**src/csh_pkg.sv**
```systemverilog
// shared types, constants and step codes of the colour sensor hsl filter
`timescale 1ns / 1ps
package csh_pkg;

  // default sizes
  localparam int MEDIAN_WINDOW_DEF = 5;
  localparam int AVERAGE_DEPTH_DEF = 8;

  // field widths
  localparam int CH_W   = 8;
  localparam int HUE_W  = 9;
  localparam int SAT_W  = 7;
  localparam int LIG_W  = 7;
  localparam int HSL_W  = HUE_W + SAT_W + LIG_W;
  localparam int CFG_AW = 3;
  localparam int CFG_DW = 9;

  // shared divider widths
  localparam int DVD_W = 17;
  localparam int DVS_W = 8;
  localparam int DCNT_W = 5;

  // register indexes
  localparam logic [CFG_AW-1:0] REG_RED_LOW   = 3'd0;
  localparam logic [CFG_AW-1:0] REG_RED_HIGH  = 3'd1;
  localparam logic [CFG_AW-1:0] REG_GRN_LOW   = 3'd2;
  localparam logic [CFG_AW-1:0] REG_GRN_HIGH  = 3'd3;
  localparam logic [CFG_AW-1:0] REG_BLU_LOW   = 3'd4;
  localparam logic [CFG_AW-1:0] REG_BLU_HIGH  = 3'd5;
  localparam logic [CFG_AW-1:0] REG_HUE_LIMIT = 3'd6;
  localparam logic [CFG_AW-1:0] REG_SAT_LIMIT = 3'd7;

  // register reset values
  localparam logic [CH_W-1:0]  RED_LOW_RST   = 8'd25;
  localparam logic [CH_W-1:0]  RED_HIGH_RST  = 8'd54;
  localparam logic [CH_W-1:0]  GRN_LOW_RST   = 8'd15;
  localparam logic [CH_W-1:0]  GRN_HIGH_RST  = 8'd100;
  localparam logic [CH_W-1:0]  BLU_LOW_RST   = 8'd10;
  localparam logic [CH_W-1:0]  BLU_HIGH_RST  = 8'd90;
  localparam logic [HUE_W-1:0] HUE_LIMIT_RST = 9'd360;
  localparam logic [SAT_W-1:0] SAT_LIMIT_RST = 7'd101;

  // divider steps of one request
  localparam int STEP_W = 4;
  localparam logic [STEP_W-1:0] STEP_MAP_R = 4'd0;
  localparam logic [STEP_W-1:0] STEP_MAP_G = 4'd1;
  localparam logic [STEP_W-1:0] STEP_MAP_B = 4'd2;
  localparam logic [STEP_W-1:0] STEP_HUE   = 4'd3;
  localparam logic [STEP_W-1:0] STEP_SAT   = 4'd4;

  // controller to datapath
  typedef struct packed {
    logic              load_in;
    logic              div_start;
    logic [STEP_W-1:0] step;
    logic              capture;
    logic              med_step;
    logic              hist_read;
    logic              hist_write;
    logic              out_load;
  } csh_cmd_t;

  // datapath to controller
  typedef struct packed {
    logic div_done;
    logic window_full;
    logic med_last;
    logic out_free;
  } csh_status_t;

endpackage

```
**src/color_sensor_hsl_filter_top.sv**
```systemverilog
// top level of the colour sensor hsl filter
//
//   channel  handshake              payload
//   in       in_valid / in_ready    raw_red, raw_green, raw_blue
//   out      out_valid / out_ready  hue_avg, saturation_avg, lightness_avg
//   cfg      cfg_we                 cfg_addr, cfg_wdata
//
// every division runs on the shared 17-bit serial divider
// a request takes three calibration divisions; the one closing a
// median window adds a median pass and the hue and saturation divisions
// lightness and averages come from constant reciprocal multiplies
// reset is synchronous; the history ring reads as zero until written
// a held result stalls only the request that would replace it
`timescale 1ns / 1ps
module color_sensor_hsl_filter_top #(
  parameter int MEDIAN_WINDOW = csh_pkg::MEDIAN_WINDOW_DEF,
  parameter int AVERAGE_DEPTH = csh_pkg::AVERAGE_DEPTH_DEF
) (
  input  logic                       clk,
  input  logic                       rst,
  input  logic                       in_valid,
  output logic                       in_ready,
  input  logic [csh_pkg::CH_W-1:0]   raw_red,
  input  logic [csh_pkg::CH_W-1:0]   raw_green,
  input  logic [csh_pkg::CH_W-1:0]   raw_blue,
  output logic                       out_valid,
  input  logic                       out_ready,
  output logic [csh_pkg::HUE_W-1:0]  hue_avg,
  output logic [csh_pkg::SAT_W-1:0]  saturation_avg,
  output logic [csh_pkg::LIG_W-1:0]  lightness_avg,
  input  logic                       cfg_we,
  input  logic [csh_pkg::CFG_AW-1:0] cfg_addr,
  input  logic [csh_pkg::CFG_DW-1:0] cfg_wdata
);
  import csh_pkg::*;

  csh_cmd_t    cmd;
  csh_status_t status;

  // controller
  csh_ctrl u_ctrl (
    .clk      (clk),
    .rst      (rst),
    .in_valid (in_valid),
    .in_ready (in_ready),
    .cmd      (cmd),
    .status   (status)
  );

  // datapath
  csh_datapath #(
    .MEDIAN_WINDOW (MEDIAN_WINDOW),
    .AVERAGE_DEPTH (AVERAGE_DEPTH)
  ) u_dp (
    .clk            (clk),
    .rst            (rst),
    .cmd            (cmd),
    .status         (status),
    .cfg_we         (cfg_we),
    .cfg_addr       (cfg_addr),
    .cfg_wdata      (cfg_wdata),
    .raw_red        (raw_red),
    .raw_green      (raw_green),
    .raw_blue       (raw_blue),
    .out_valid      (out_valid),
    .out_ready      (out_ready),
    .hue_avg        (hue_avg),
    .saturation_avg (saturation_avg),
    .lightness_avg  (lightness_avg)
  );

endmodule

```
**src/csh_divider.sv**
```systemverilog
// shared restoring divider, one quotient bit per cycle
`timescale 1ns / 1ps
module csh_divider (
  input  logic                      clk,
  input  logic                      rst,
  input  logic                      start,
  input  logic [csh_pkg::DVD_W-1:0] dividend,
  input  logic [csh_pkg::DVS_W-1:0] divisor,
  output logic [csh_pkg::DVD_W-1:0] quotient,
  output logic                      done
);
  import csh_pkg::*;

  logic [DVD_W-1:0]  quo;
  logic [DVS_W-1:0]  rem;
  logic [DVS_W-1:0]  dsr;
  logic [DCNT_W-1:0] cnt;
  logic              busy;
  logic [DVS_W:0]    rem_s;
  logic              ge;
  logic [DVS_W:0]    rem_d;

  // trial subtract
  always_comb begin
    rem_s = {rem, quo[DVD_W-1]};
    ge    = rem_s >= {1'b0, dsr};
    rem_d = ge ? rem_s - {1'b0, dsr} : rem_s;
  end

  // control
  always_ff @(posedge clk) begin
    if (rst) begin
      busy <= 1'b0;
      done <= 1'b0;
      cnt  <= '0;
    end else begin
      done <= 1'b0;
      if (start) begin
        busy <= 1'b1;
        cnt  <= DCNT_W'(DVD_W);
      end else if (busy) begin
        cnt <= cnt - 1'b1;
        if (cnt == DCNT_W'(1)) begin
          busy <= 1'b0;
          done <= 1'b1;
        end
      end
    end
  end

  // datapath of the divider
  always_ff @(posedge clk) begin
    if (start) begin
      quo <= dividend;
      rem <= '0;
      dsr <= divisor;
    end else if (busy) begin
      quo <= {quo[DVD_W-2:0], ge};
      rem <= rem_d[DVS_W-1:0];
    end
  end

  assign quotient = quo;

endmodule

```
**src/csh_datapath.sv**
```systemverilog
// datapath: calibration, capture buffer, median, hsl, history ring and output
`timescale 1ns / 1ps
module csh_datapath #(
  parameter int MEDIAN_WINDOW = csh_pkg::MEDIAN_WINDOW_DEF,
  parameter int AVERAGE_DEPTH = csh_pkg::AVERAGE_DEPTH_DEF
) (
  input  logic                       clk,
  input  logic                       rst,
  input  csh_pkg::csh_cmd_t          cmd,
  output csh_pkg::csh_status_t       status,
  input  logic                       cfg_we,
  input  logic [csh_pkg::CFG_AW-1:0] cfg_addr,
  input  logic [csh_pkg::CFG_DW-1:0] cfg_wdata,
  input  logic [csh_pkg::CH_W-1:0]   raw_red,
  input  logic [csh_pkg::CH_W-1:0]   raw_green,
  input  logic [csh_pkg::CH_W-1:0]   raw_blue,
  output logic                       out_valid,
  input  logic                       out_ready,
  output logic [csh_pkg::HUE_W-1:0]  hue_avg,
  output logic [csh_pkg::SAT_W-1:0]  saturation_avg,
  output logic [csh_pkg::LIG_W-1:0]  lightness_avg
);
  import csh_pkg::*;

  localparam int CAP_W  = (MEDIAN_WINDOW > 1) ? $clog2(MEDIAN_WINDOW) : 1;
  localparam int CNT_W  = $clog2(MEDIAN_WINDOW + 1);
  localparam int MID    = MEDIAN_WINDOW / 2;
  localparam int SLOT_W = (AVERAGE_DEPTH > 1) ? $clog2(AVERAGE_DEPTH) : 1;
  localparam int HS_W   = HUE_W + $clog2(AVERAGE_DEPTH);
  localparam int SS_W   = SAT_W + $clog2(AVERAGE_DEPTH);
  localparam int LS_W   = LIG_W + $clog2(AVERAGE_DEPTH);

  // reciprocal of the ring depth, exact for every reachable sum
  localparam int AVG_SH = 22;
  localparam int RCP_W  = AVG_SH + 1;
  localparam longint AVG_RCP_L =
    ((longint'(1) << AVG_SH) + longint'(AVERAGE_DEPTH) - longint'(1)) /
    longint'(AVERAGE_DEPTH);
  localparam logic [RCP_W-1:0] AVG_RCP = RCP_W'(AVG_RCP_L);

  // configuration registers
  logic [CH_W-1:0]  lo_cal [3];
  logic [CH_W-1:0]  hi_cal [3];
  logic [HUE_W-1:0] hue_limit;
  logic [SAT_W-1:0] sat_limit;

  always_ff @(posedge clk) begin
    if (rst) begin
      lo_cal[0] <= RED_LOW_RST;
      hi_cal[0] <= RED_HIGH_RST;
      lo_cal[1] <= GRN_LOW_RST;
      hi_cal[1] <= GRN_HIGH_RST;
      lo_cal[2] <= BLU_LOW_RST;
      hi_cal[2] <= BLU_HIGH_RST;
      hue_limit <= HUE_LIMIT_RST;
      sat_limit <= SAT_LIMIT_RST;
    end else if (cfg_we) begin
      case (cfg_addr)
        REG_RED_LOW:   lo_cal[0] <= cfg_wdata[CH_W-1:0];
        REG_RED_HIGH:  hi_cal[0] <= cfg_wdata[CH_W-1:0];
        REG_GRN_LOW:   lo_cal[1] <= cfg_wdata[CH_W-1:0];
        REG_GRN_HIGH:  hi_cal[1] <= cfg_wdata[CH_W-1:0];
        REG_BLU_LOW:   lo_cal[2] <= cfg_wdata[CH_W-1:0];
        REG_BLU_HIGH:  hi_cal[2] <= cfg_wdata[CH_W-1:0];
        REG_HUE_LIMIT: hue_limit <= cfg_wdata[HUE_W-1:0];
        REG_SAT_LIMIT: sat_limit <= cfg_wdata[SAT_W-1:0];
        default: ;
      endcase
    end
  end

  // input request
  logic [CH_W-1:0] raw [3];

  always_ff @(posedge clk) begin
    if (cmd.load_in) begin
      raw[0] <= raw_red;
      raw[1] <= raw_green;
      raw[2] <= raw_blue;
    end
  end

  // shared divider
  logic [DVD_W-1:0] dvd;
  logic [DVS_W-1:0] dvs;
  logic [DVD_W-1:0] quo;
  logic             div_done;

  csh_divider u_div (
    .clk      (clk),
    .rst      (rst),
    .start    (cmd.div_start),
    .dividend (dvd),
    .divisor  (dvs),
    .quotient (quo),
    .done     (div_done)
  );

  // linear map of the selected channel
  logic [1:0]      ch;
  logic [CH_W-1:0] m_raw, m_lo, m_hi;
  logic [CH_W:0]   m_diff, m_span;
  logic [CH_W-1:0] m_adiff, m_aspan;
  logic [CH_W-1:0] m_val;

  always_comb begin
    ch      = cmd.step[1:0];
    m_raw   = raw[0];
    m_lo    = lo_cal[0];
    m_hi    = hi_cal[0];
    case (ch)
      2'd1: begin
        m_raw = raw[1];
        m_lo  = lo_cal[1];
        m_hi  = hi_cal[1];
      end
      2'd2: begin
        m_raw = raw[2];
        m_lo  = lo_cal[2];
        m_hi  = hi_cal[2];
      end
      default: ;
    endcase
    m_diff  = {1'b0, m_raw} - {1'b0, m_lo};
    m_span  = {1'b0, m_hi} - {1'b0, m_lo};
    m_adiff = m_diff[CH_W] ? CH_W'(-m_diff) : m_diff[CH_W-1:0];
    m_aspan = m_span[CH_W] ? CH_W'(-m_span) : m_span[CH_W-1:0];
    // equal calibration, then opposite signs push past full scale
    if (m_span == '0) begin
      m_val = (m_raw <= m_lo) ? 8'd255 : 8'd0;
    end else if (m_diff[CH_W] != m_span[CH_W]) begin
      m_val = 8'd255;
    end else if (quo > DVD_W'(255)) begin
      m_val = 8'd0;
    end else begin
      m_val = 8'd255 - quo[CH_W-1:0];
    end
  end

  // last channel values and capture buffer
  logic [CH_W-1:0]  last [3];
  logic [CH_W-1:0]  cap  [3][MEDIAN_WINDOW];
  logic [CAP_W-1:0] cap_cnt;
  logic [CAP_W-1:0] med_idx;

  always_ff @(posedge clk) begin
    if (rst) begin
      last[0] <= '0;
      last[1] <= '0;
      last[2] <= '0;
      cap_cnt <= '0;
      med_idx <= '0;
    end else begin
      if (div_done && cmd.step <= STEP_MAP_B && m_raw != '0) begin
        last[ch] <= m_val;
      end
      if (cmd.capture) begin
        med_idx <= '0;
        if (cap_cnt == CAP_W'(MEDIAN_WINDOW - 1)) begin
          cap_cnt <= '0;
        end else begin
          cap_cnt <= cap_cnt + 1'b1;
        end
      end else if (cmd.med_step) begin
        med_idx <= med_idx + 1'b1;
      end
    end
  end

  always_ff @(posedge clk) begin
    if (cmd.capture) begin
      cap[0][cap_cnt] <= last[0];
      cap[1][cap_cnt] <= last[1];
      cap[2][cap_cnt] <= last[2];
    end
  end

  // median by rank of one candidate per cycle
  logic [CH_W-1:0]  cand   [3];
  logic [CNT_W-1:0] n_lt   [3];
  logic [CNT_W-1:0] n_le   [3];
  logic [2:0]       is_med;
  logic [CH_W-1:0]  med    [3];

  always_comb begin
    for (int c = 0; c < 3; c++) begin
      cand[c] = cap[c][med_idx];
      n_lt[c] = '0;
      n_le[c] = '0;
      for (int j = 0; j < MEDIAN_WINDOW; j++) begin
        n_lt[c] = n_lt[c] + CNT_W'(cap[c][j] < cand[c]);
        n_le[c] = n_le[c] + CNT_W'(cap[c][j] <= cand[c]);
      end
      is_med[c] = (n_lt[c] <= CNT_W'(MID)) && (n_le[c] > CNT_W'(MID));
    end
  end

  always_ff @(posedge clk) begin
    for (int c = 0; c < 3; c++) begin
      if (cmd.med_step && is_med[c]) begin
        med[c] <= cand[c];
      end
    end
  end

  // hue numerator, spread and maximum
  logic [CH_W-1:0] mx, mn, dd;
  logic [1:0]      mx_idx;
  logic [CH_W:0]   h_t;
  logic [9:0]      h_off;
  logic [11:0]     h_sum;
  logic [17:0]     h_num, h_adj;

  always_comb begin
    mx     = med[0];
    mx_idx = 2'd0;
    if (med[1] > mx) begin
      mx     = med[1];
      mx_idx = 2'd1;
    end
    if (med[2] > mx) begin
      mx     = med[2];
      mx_idx = 2'd2;
    end
    mn = med[0];
    if (med[1] < mn) mn = med[1];
    if (med[2] < mn) mn = med[2];
    dd = mx - mn;
    case (mx_idx)
      2'd1: begin
        h_t   = {1'b0, med[2]} - {1'b0, med[0]};
        h_off = {1'b0, dd, 1'b0};
      end
      2'd2: begin
        h_t   = {1'b0, med[0]} - {1'b0, med[1]};
        h_off = {dd, 2'b00};
      end
      default: begin
        h_t   = {1'b0, med[1]} - {1'b0, med[2]};
        h_off = '0;
      end
    endcase
    h_sum = {2'b00, h_off} + {{3{h_t[CH_W]}}, h_t};
    h_num = {{6{h_sum[11]}}, h_sum} * 18'd60;
    h_adj = h_num[17] ? h_num + 18'(dd) * 18'd360 : h_num;
  end

  // hsl of the window
  logic [HUE_W-1:0] hue_v;
  logic [SAT_W-1:0] sat_v;
  logic [LIG_W-1:0] lig_v;
  logic [14:0]      lig_x;
  logic [15:0]      lig_t;

  always_ff @(posedge clk) begin
    if (div_done) begin
      case (cmd.step)
        STEP_HUE: begin
          if (dd == '0 || quo[HUE_W-1:0] >= hue_limit) begin
            hue_v <= '0;
          end else begin
            hue_v <= quo[HUE_W-1:0];
          end
        end
        STEP_SAT: begin
          if (mx == '0 || quo[SAT_W-1:0] >= sat_limit) begin
            sat_v <= '0;
          end else begin
            sat_v <= quo[SAT_W-1:0];
          end
        end
        default: ;
      endcase
    end
  end

  // lightness: 100 * max / 255 by folding the high byte back in
  always_comb begin
    lig_x = 15'(mx) * 15'd100;
    lig_t = 16'(lig_x) + 16'(lig_x[14:8]) + 16'd1;
    lig_v = lig_t[8 +: LIG_W];
  end

  // history ring with running sums
  logic [HSL_W-1:0]  hist [AVERAGE_DEPTH];
  logic [AVERAGE_DEPTH-1:0] hist_vld;
  logic [HSL_W-1:0]  hist_q;
  logic              old_vld;
  logic [SLOT_W-1:0] slot;
  logic [HS_W-1:0]   sum_h;
  logic [SS_W-1:0]   sum_s;
  logic [LS_W-1:0]   sum_l;
  logic [HSL_W-1:0]  old_e;

  assign old_e = old_vld ? hist_q : '0;

  always_ff @(posedge clk) begin
    if (cmd.hist_read) begin
      hist_q <= hist[slot];
    end
    if (cmd.hist_write) begin
      hist[slot] <= {hue_v, sat_v, lig_v};
    end
  end

  always_ff @(posedge clk) begin
    if (rst) begin
      hist_vld <= '0;
      old_vld  <= 1'b0;
      slot     <= '0;
      sum_h    <= '0;
      sum_s    <= '0;
      sum_l    <= '0;
    end else begin
      if (cmd.hist_read) begin
        old_vld <= hist_vld[slot];
      end
      if (cmd.hist_write) begin
        hist_vld[slot] <= 1'b1;
        sum_h <= sum_h - HS_W'(old_e[HSL_W-1 -: HUE_W]) + HS_W'(hue_v);
        sum_s <= sum_s - SS_W'(old_e[LIG_W +: SAT_W]) + SS_W'(sat_v);
        sum_l <= sum_l - LS_W'(old_e[LIG_W-1:0]) + LS_W'(lig_v);
        if (slot == SLOT_W'(AVERAGE_DEPTH - 1)) begin
          slot <= '0;
        end else begin
          slot <= slot + 1'b1;
        end
      end
    end
  end

  // averages by reciprocal multiply of the running sums
  logic [HS_W+RCP_W-1:0] avg_ph;
  logic [SS_W+RCP_W-1:0] avg_ps;
  logic [LS_W+RCP_W-1:0] avg_pl;
  logic [HUE_W-1:0]      avg_h;
  logic [SAT_W-1:0]      avg_s;
  logic [LIG_W-1:0]      avg_l;

  always_comb begin
    avg_ph = (HS_W+RCP_W)'(sum_h) * (HS_W+RCP_W)'(AVG_RCP);
    avg_ps = (SS_W+RCP_W)'(sum_s) * (SS_W+RCP_W)'(AVG_RCP);
    avg_pl = (LS_W+RCP_W)'(sum_l) * (LS_W+RCP_W)'(AVG_RCP);
    avg_h  = avg_ph[AVG_SH +: HUE_W];
    avg_s  = avg_ps[AVG_SH +: SAT_W];
    avg_l  = avg_pl[AVG_SH +: LIG_W];
  end

  // divider operands per step
  always_comb begin
    dvd = '0;
    dvs = '0;
    case (cmd.step)
      STEP_MAP_R, STEP_MAP_G, STEP_MAP_B: begin
        dvd = DVD_W'(m_adiff) * DVD_W'(255);
        dvs = m_aspan;
      end
      STEP_HUE: begin
        dvd = h_adj[DVD_W-1:0];
        dvs = dd;
      end
      STEP_SAT: begin
        dvd = DVD_W'(dd) * DVD_W'(100);
        dvs = mx;
      end
      default: ;
    endcase
  end

  // output register
  always_ff @(posedge clk) begin
    if (rst) begin
      out_valid <= 1'b0;
    end else if (cmd.out_load) begin
      out_valid <= 1'b1;
    end else if (out_ready) begin
      out_valid <= 1'b0;
    end
  end

  always_ff @(posedge clk) begin
    if (cmd.out_load) begin
      hue_avg        <= avg_h;
      saturation_avg <= avg_s;
      lightness_avg  <= avg_l;
    end
  end

  // status
  always_comb begin
    status.div_done    = div_done;
    status.window_full = cap_cnt == CAP_W'(MEDIAN_WINDOW - 1);
    status.med_last    = med_idx == CAP_W'(MEDIAN_WINDOW - 1);
    status.out_free    = !out_valid || out_ready;
  end

endmodule

```
**src/csh_ctrl.sv**
```systemverilog
// controller: sequences divisions, capture, median, history and output
`timescale 1ns / 1ps
module csh_ctrl (
  input  logic                 clk,
  input  logic                 rst,
  input  logic                 in_valid,
  output logic                 in_ready,
  output csh_pkg::csh_cmd_t    cmd,
  input  csh_pkg::csh_status_t status
);
  import csh_pkg::*;

  localparam logic [2:0] S_IDLE   = 3'd0;
  localparam logic [2:0] S_DSTART = 3'd1;
  localparam logic [2:0] S_DWAIT  = 3'd2;
  localparam logic [2:0] S_CAPT   = 3'd3;
  localparam logic [2:0] S_MED    = 3'd4;
  localparam logic [2:0] S_HRD    = 3'd5;
  localparam logic [2:0] S_HWR    = 3'd6;
  localparam logic [2:0] S_OUTW   = 3'd7;

  logic [2:0]        state, state_next;
  logic [STEP_W-1:0] step, step_next;

  assign in_ready = state == S_IDLE;

  // next state and commands
  always_comb begin
    state_next     = state;
    step_next      = step;
    cmd            = '0;
    cmd.step       = step;
    case (state)
      S_IDLE: begin
        if (in_valid) begin
          cmd.load_in = 1'b1;
          step_next   = STEP_MAP_R;
          state_next  = S_DSTART;
        end
      end
      S_DSTART: begin
        cmd.div_start = 1'b1;
        state_next    = S_DWAIT;
      end
      S_DWAIT: begin
        if (status.div_done) begin
          case (step)
            STEP_MAP_B: state_next = S_CAPT;
            STEP_SAT:   state_next = S_HRD;
            default: begin
              step_next  = step + 1'b1;
              state_next = S_DSTART;
            end
          endcase
        end
      end
      S_CAPT: begin
        cmd.capture = 1'b1;
        state_next  = status.window_full ? S_MED : S_IDLE;
      end
      S_MED: begin
        cmd.med_step = 1'b1;
        if (status.med_last) begin
          step_next  = STEP_HUE;
          state_next = S_DSTART;
        end
      end
      S_HRD: begin
        cmd.hist_read = 1'b1;
        state_next    = S_HWR;
      end
      S_HWR: begin
        cmd.hist_write = 1'b1;
        state_next     = S_OUTW;
      end
      S_OUTW: begin
        if (status.out_free) begin
          cmd.out_load = 1'b1;
          state_next   = S_IDLE;
        end
      end
      default: state_next = S_IDLE;
    endcase
  end

  // state registers
  always_ff @(posedge clk) begin
    if (rst) begin
      state <= S_IDLE;
      step  <= STEP_MAP_R;
    end else begin
      state <= state_next;
      step  <= step_next;
    end
  end

endmodule

```
**config.mk**
```make
export PLATFORM = sky130hd
export DESIGN_NAME = color_sensor_hsl_filter_top
export DESIGN_NICKNAME = d
export VERILOG_FILES = /design/src/csh_pkg.sv /design/src/color_sensor_hsl_filter_top.sv /design/src/csh_divider.sv /design/src/csh_datapath.sv /design/src/csh_ctrl.sv
export SDC_FILE = /design/constraint.sdc
export NUM_CORES = 2
export LEC_CHECK = 0
export ABC_AREA = 0
export BUFFER_PORTS_ARGS = -buffer_cell sky130_fd_sc_hd__buf_4
export CORE_MARGIN = 3
export CORE_UTILIZATION = 49
export DETAILED_ROUTE_END_ITERATION = 12
export PLACE_DENSITY = 0.71
export REMOVE_ABC_BUFFERS = 1
export SLEW_MARGIN = 10
export SYNTH_ARGS = -nofsm -noshare
export SYNTH_HDL_FRONTEND = slang
export SYNTH_SLANG_ARGS = --single-unit
```
**constraint.sdc**
```tcl
create_clock -name clk -period 21.6 [get_ports clk]
set_input_delay 2.16 -clock clk [delete_from_list [all_inputs] [get_ports clk]]
set_output_delay 2.16 -clock clk [all_outputs]
set_load 0.02 [all_outputs]
```
==> summary.txt <==
Die Span Y -> 284 um
Crit path buf inv count -> 4
Sequential area share after synthesis -> 45.4%
P&R area growth vs syn -> 10.8%
Register bit total from synthesis -> 600
CP Data Arrival Time -> 12.61 ns
Core area -> 76100 um2
Post-synth EDFFs -> 511
Synth top area share -> 40.6%
DRT Wirelength -> 89300 um
DR vias -> 26000
Clock root buffer -> clkbuf_16
Gr usage total -> 22.0%
YS warnings -> 0
Metal-1 WL -> 39000 um
Number of global-route vias before repair -> 25900
CP delay by family, top -> compound AO/OA/AOI/OAI gates
Row count -> 101
Hpwl dp -> 63500 um
Crit start category -> flip-flop
Final core utilization -> 55.0%
Highest clock rate -> 81.5 MHz
CTS buffer count -> 66
Synth Instances -> 3431
Fraction of registers with async set/reset -> 0%
Synth top cells by count -> 511 x edfxtp_1, 433 x ha_1, 377 x inv_1
Critical path depth -> 46
Relative slew slack -> 16.8%
Initial antenna violation count -> 1
Iter 0 DRT Violations -> 1831
Routed len/inst -> 19.5 um
GRT overflow -> 0
Setup bufs post-CTS -> 0
Slew Limit Fails -> 0
# port buffers -> 65
CTS Buffer Depth -> 3
Vias per cell -> 5.67
Place WS -> 9.62 ns
Slowest CP cell -> a21o_1
Pin count of the biggest net entering global routing -> 57
Post-synth cell types -> 79
Sink Count -> 600
Width of the die -> 284 um
Met3 WL -> 5040 um
H-Tree Depth -> 3
Critical path capture point type -> flip-flop
DRC viols -> 0
Post-layout nets -> 4076
Hold WC Path Type -> flip-flop to flip-flop
Met2 WL -> 42500 um
Post-route ant nets -> 0
Actual slew at the worst max-slew pin -> 1.21 ns
Clk slew on worst S/H paths -> 0.07 ns
WHS Path Cells -> 0
RSZ-0062 raised after global routing -> false
Data required time of the critical path -> 21.93 ns
Final hold vios -> 0
Post-synth top area cell -> edfxtp_1
Setup TNS Final -> 0 ns
Synthesized area per cell -> 11.0 um2
DR pass1 iterations -> 7
CP peak stage delay -> 0.92 ns
Finished Cell Area -> 41800 um2
Mapped cell area -> 37700 um2
Die ar. -> 80400 um2
Final Cycle Share -> 56.8%
Skew-Pair Late Insertion Delay -> 0.61 ns
Final Skew -> 0.0254 ns
Top sig layer -> met5
Minimum clock period -> 12.28 ns
Primary FF master, synth -> edfxtp_1
WS Path Type -> flip-flop to flip-flop
First-pass GRT wire length -> 142000 um
Layout cells sized above 1 -> 7.92%
Fin worst setup slack -> 9.32 ns
Synth area leaders -> edfxtp_1 41%, ha_1 14%, fa_1 5.5%, dfxtp_1 4.7%, inv_1 3.7%
Hold buffer count at CTS -> 0
Post-CTS Resized -> 0
Area after DPL -> 39500 um2
Status -> completed
Diode count -> 0
Num ports -> 66
R2R depth -> 46
Starting density of the core -> 49.6%
Final setup viols -> 0
Most common cell in the netlist -> edfxtp_1
Max-Cap Viols -> 0
Top cell by count, worst path -> o21ai_0
Final GP Congestion -> 0.943
CTS tree -> done
CP Max Fanout -> 38
==> layer usage <==
| layer | GRT usage [%] | vias up |
|---|---|---|
| li1 | - | 12500 |
| met1 | 29.5 | 12600 |
| met2 | 36.9 | 703 |
| met3 | 3.31 | 170 |
| met4 | 7.08 | 2 |
| met5 | 0 | - |
==> placed cells by master (no fill, tap or decap), types with 34 or more instances in the layout <==
cell type,count
a21o_1,91
a21oi_1,221
a22oi_1,125
and2_1,59
buf_4,103
clkbuf_16,69
dfxtp_1,88
edfxtp_1,511
fa_1,104
ha_1,433
inv_1,377
mux2i_1,59
nand2_1,171
nand2b_1,49
nand4_1,73
nor2_1,228
nor2b_1,44
nor3_1,34
o21a_1,42
o21ai_0,141
o21bai_1,36
xnor2_1,104
xor2_1,50
==> layout make-up <==
type | instances | area, um2
Clock inverter | 36 | 510
Sequential cell | 600 | 17100
Timing Repair Buffer | 103 | 773
Tap cell | 1030 | 1290
Multi-Input combinational cell | 2350 | 18900
Inverter | 377 | 1420
Clock buffer | 84 | 1800
Fill cell | 6488 | 34200
==> worst reg2reg max path, delay by kind of cell, from the launching register on <==
family | cells | cell delay, ns
AO/OA/AOI/OAI | 19 | 5.46
XOR/XNOR | 3 | 1.04
adder cells (fa/ha/maj) | 6 | 1.96
buffers and inverters | 4 | 0.69
flip-flops | 1 | 0.45
multiplexers | 1 | 0.24
AND/OR/NAND/NOR | 13 | 2.14
==> path summary, 6_finish.rpt <==
path                          startpoint                               end  slack, ns
max             u_dp.med[0][9]$_DFFE_PP_  u_dp.u_div.quotient[5]$_DFFE_PP_       9.32
min          u_dp.sum_h[11]$_SDFFE_PP0P_         u_dp.hue_avg[8]$_DFFE_PP_       0.44
max reg2reg     u_dp.med[0][9]$_DFFE_PP_  u_dp.u_div.quotient[5]$_DFFE_PP_       9.32
min reg2reg  u_dp.sum_h[11]$_SDFFE_PP0P_         u_dp.hue_avg[8]$_DFFE_PP_       0.44
==> through the flow <==
step | instances | hold WS [ns]
floorplan | 3327 | 0.417
global placement | 4460 | 0.423
detailed placement | 4460 | 0.433
CTS | 4580 | 0.448
global route | 4580 | 0.478
finish | 4580 | 0.445
==> state kept, by name (all words and copies together), names as in the netlist, 8 cells and up <==
name                 cells
u_dp.hist              184
u_dp.sum_s              10
u_dp.sum_l              10
u_dp.hist_vld            8
u_dp.hue_avg             9
u_dp.u_div.rem           8
u_dp.cap               120
u_dp.last               24
u_dp.hue_limit           9
u_dp.sum_h              12
u_dp.raw                24
u_dp.u_div.quotient     17
u_dp.hist_q             23
u_dp.lo_cal             24
u_dp.hi_cal             24
u_dp.hue_v               9
u_dp.u_div.dsr           8
u_dp.med                24
==> cells by family (layout without fill, tap and decap cells) <==
| family | Yosys count | in the layout | share of synthesized area (%) |
|---|---|---|---|
| compound gates | 797 | 797 | 13.7 |
| xor+xnor | 155 | 155 | 3.62 |
| buf+inv | 481 | 600 | 4.79 |
| flops | 600 | 600 | 45.4 |
| fa+ha+maj | 540 | 540 | 19.9 |
| mux | 87 | 87 | 2.50 |
| simple gates | 771 | 771 | 10.1 |
Power is not shown: default switching activity piles up to over one toggle a cycle in this logic, so the estimate is an artifact.
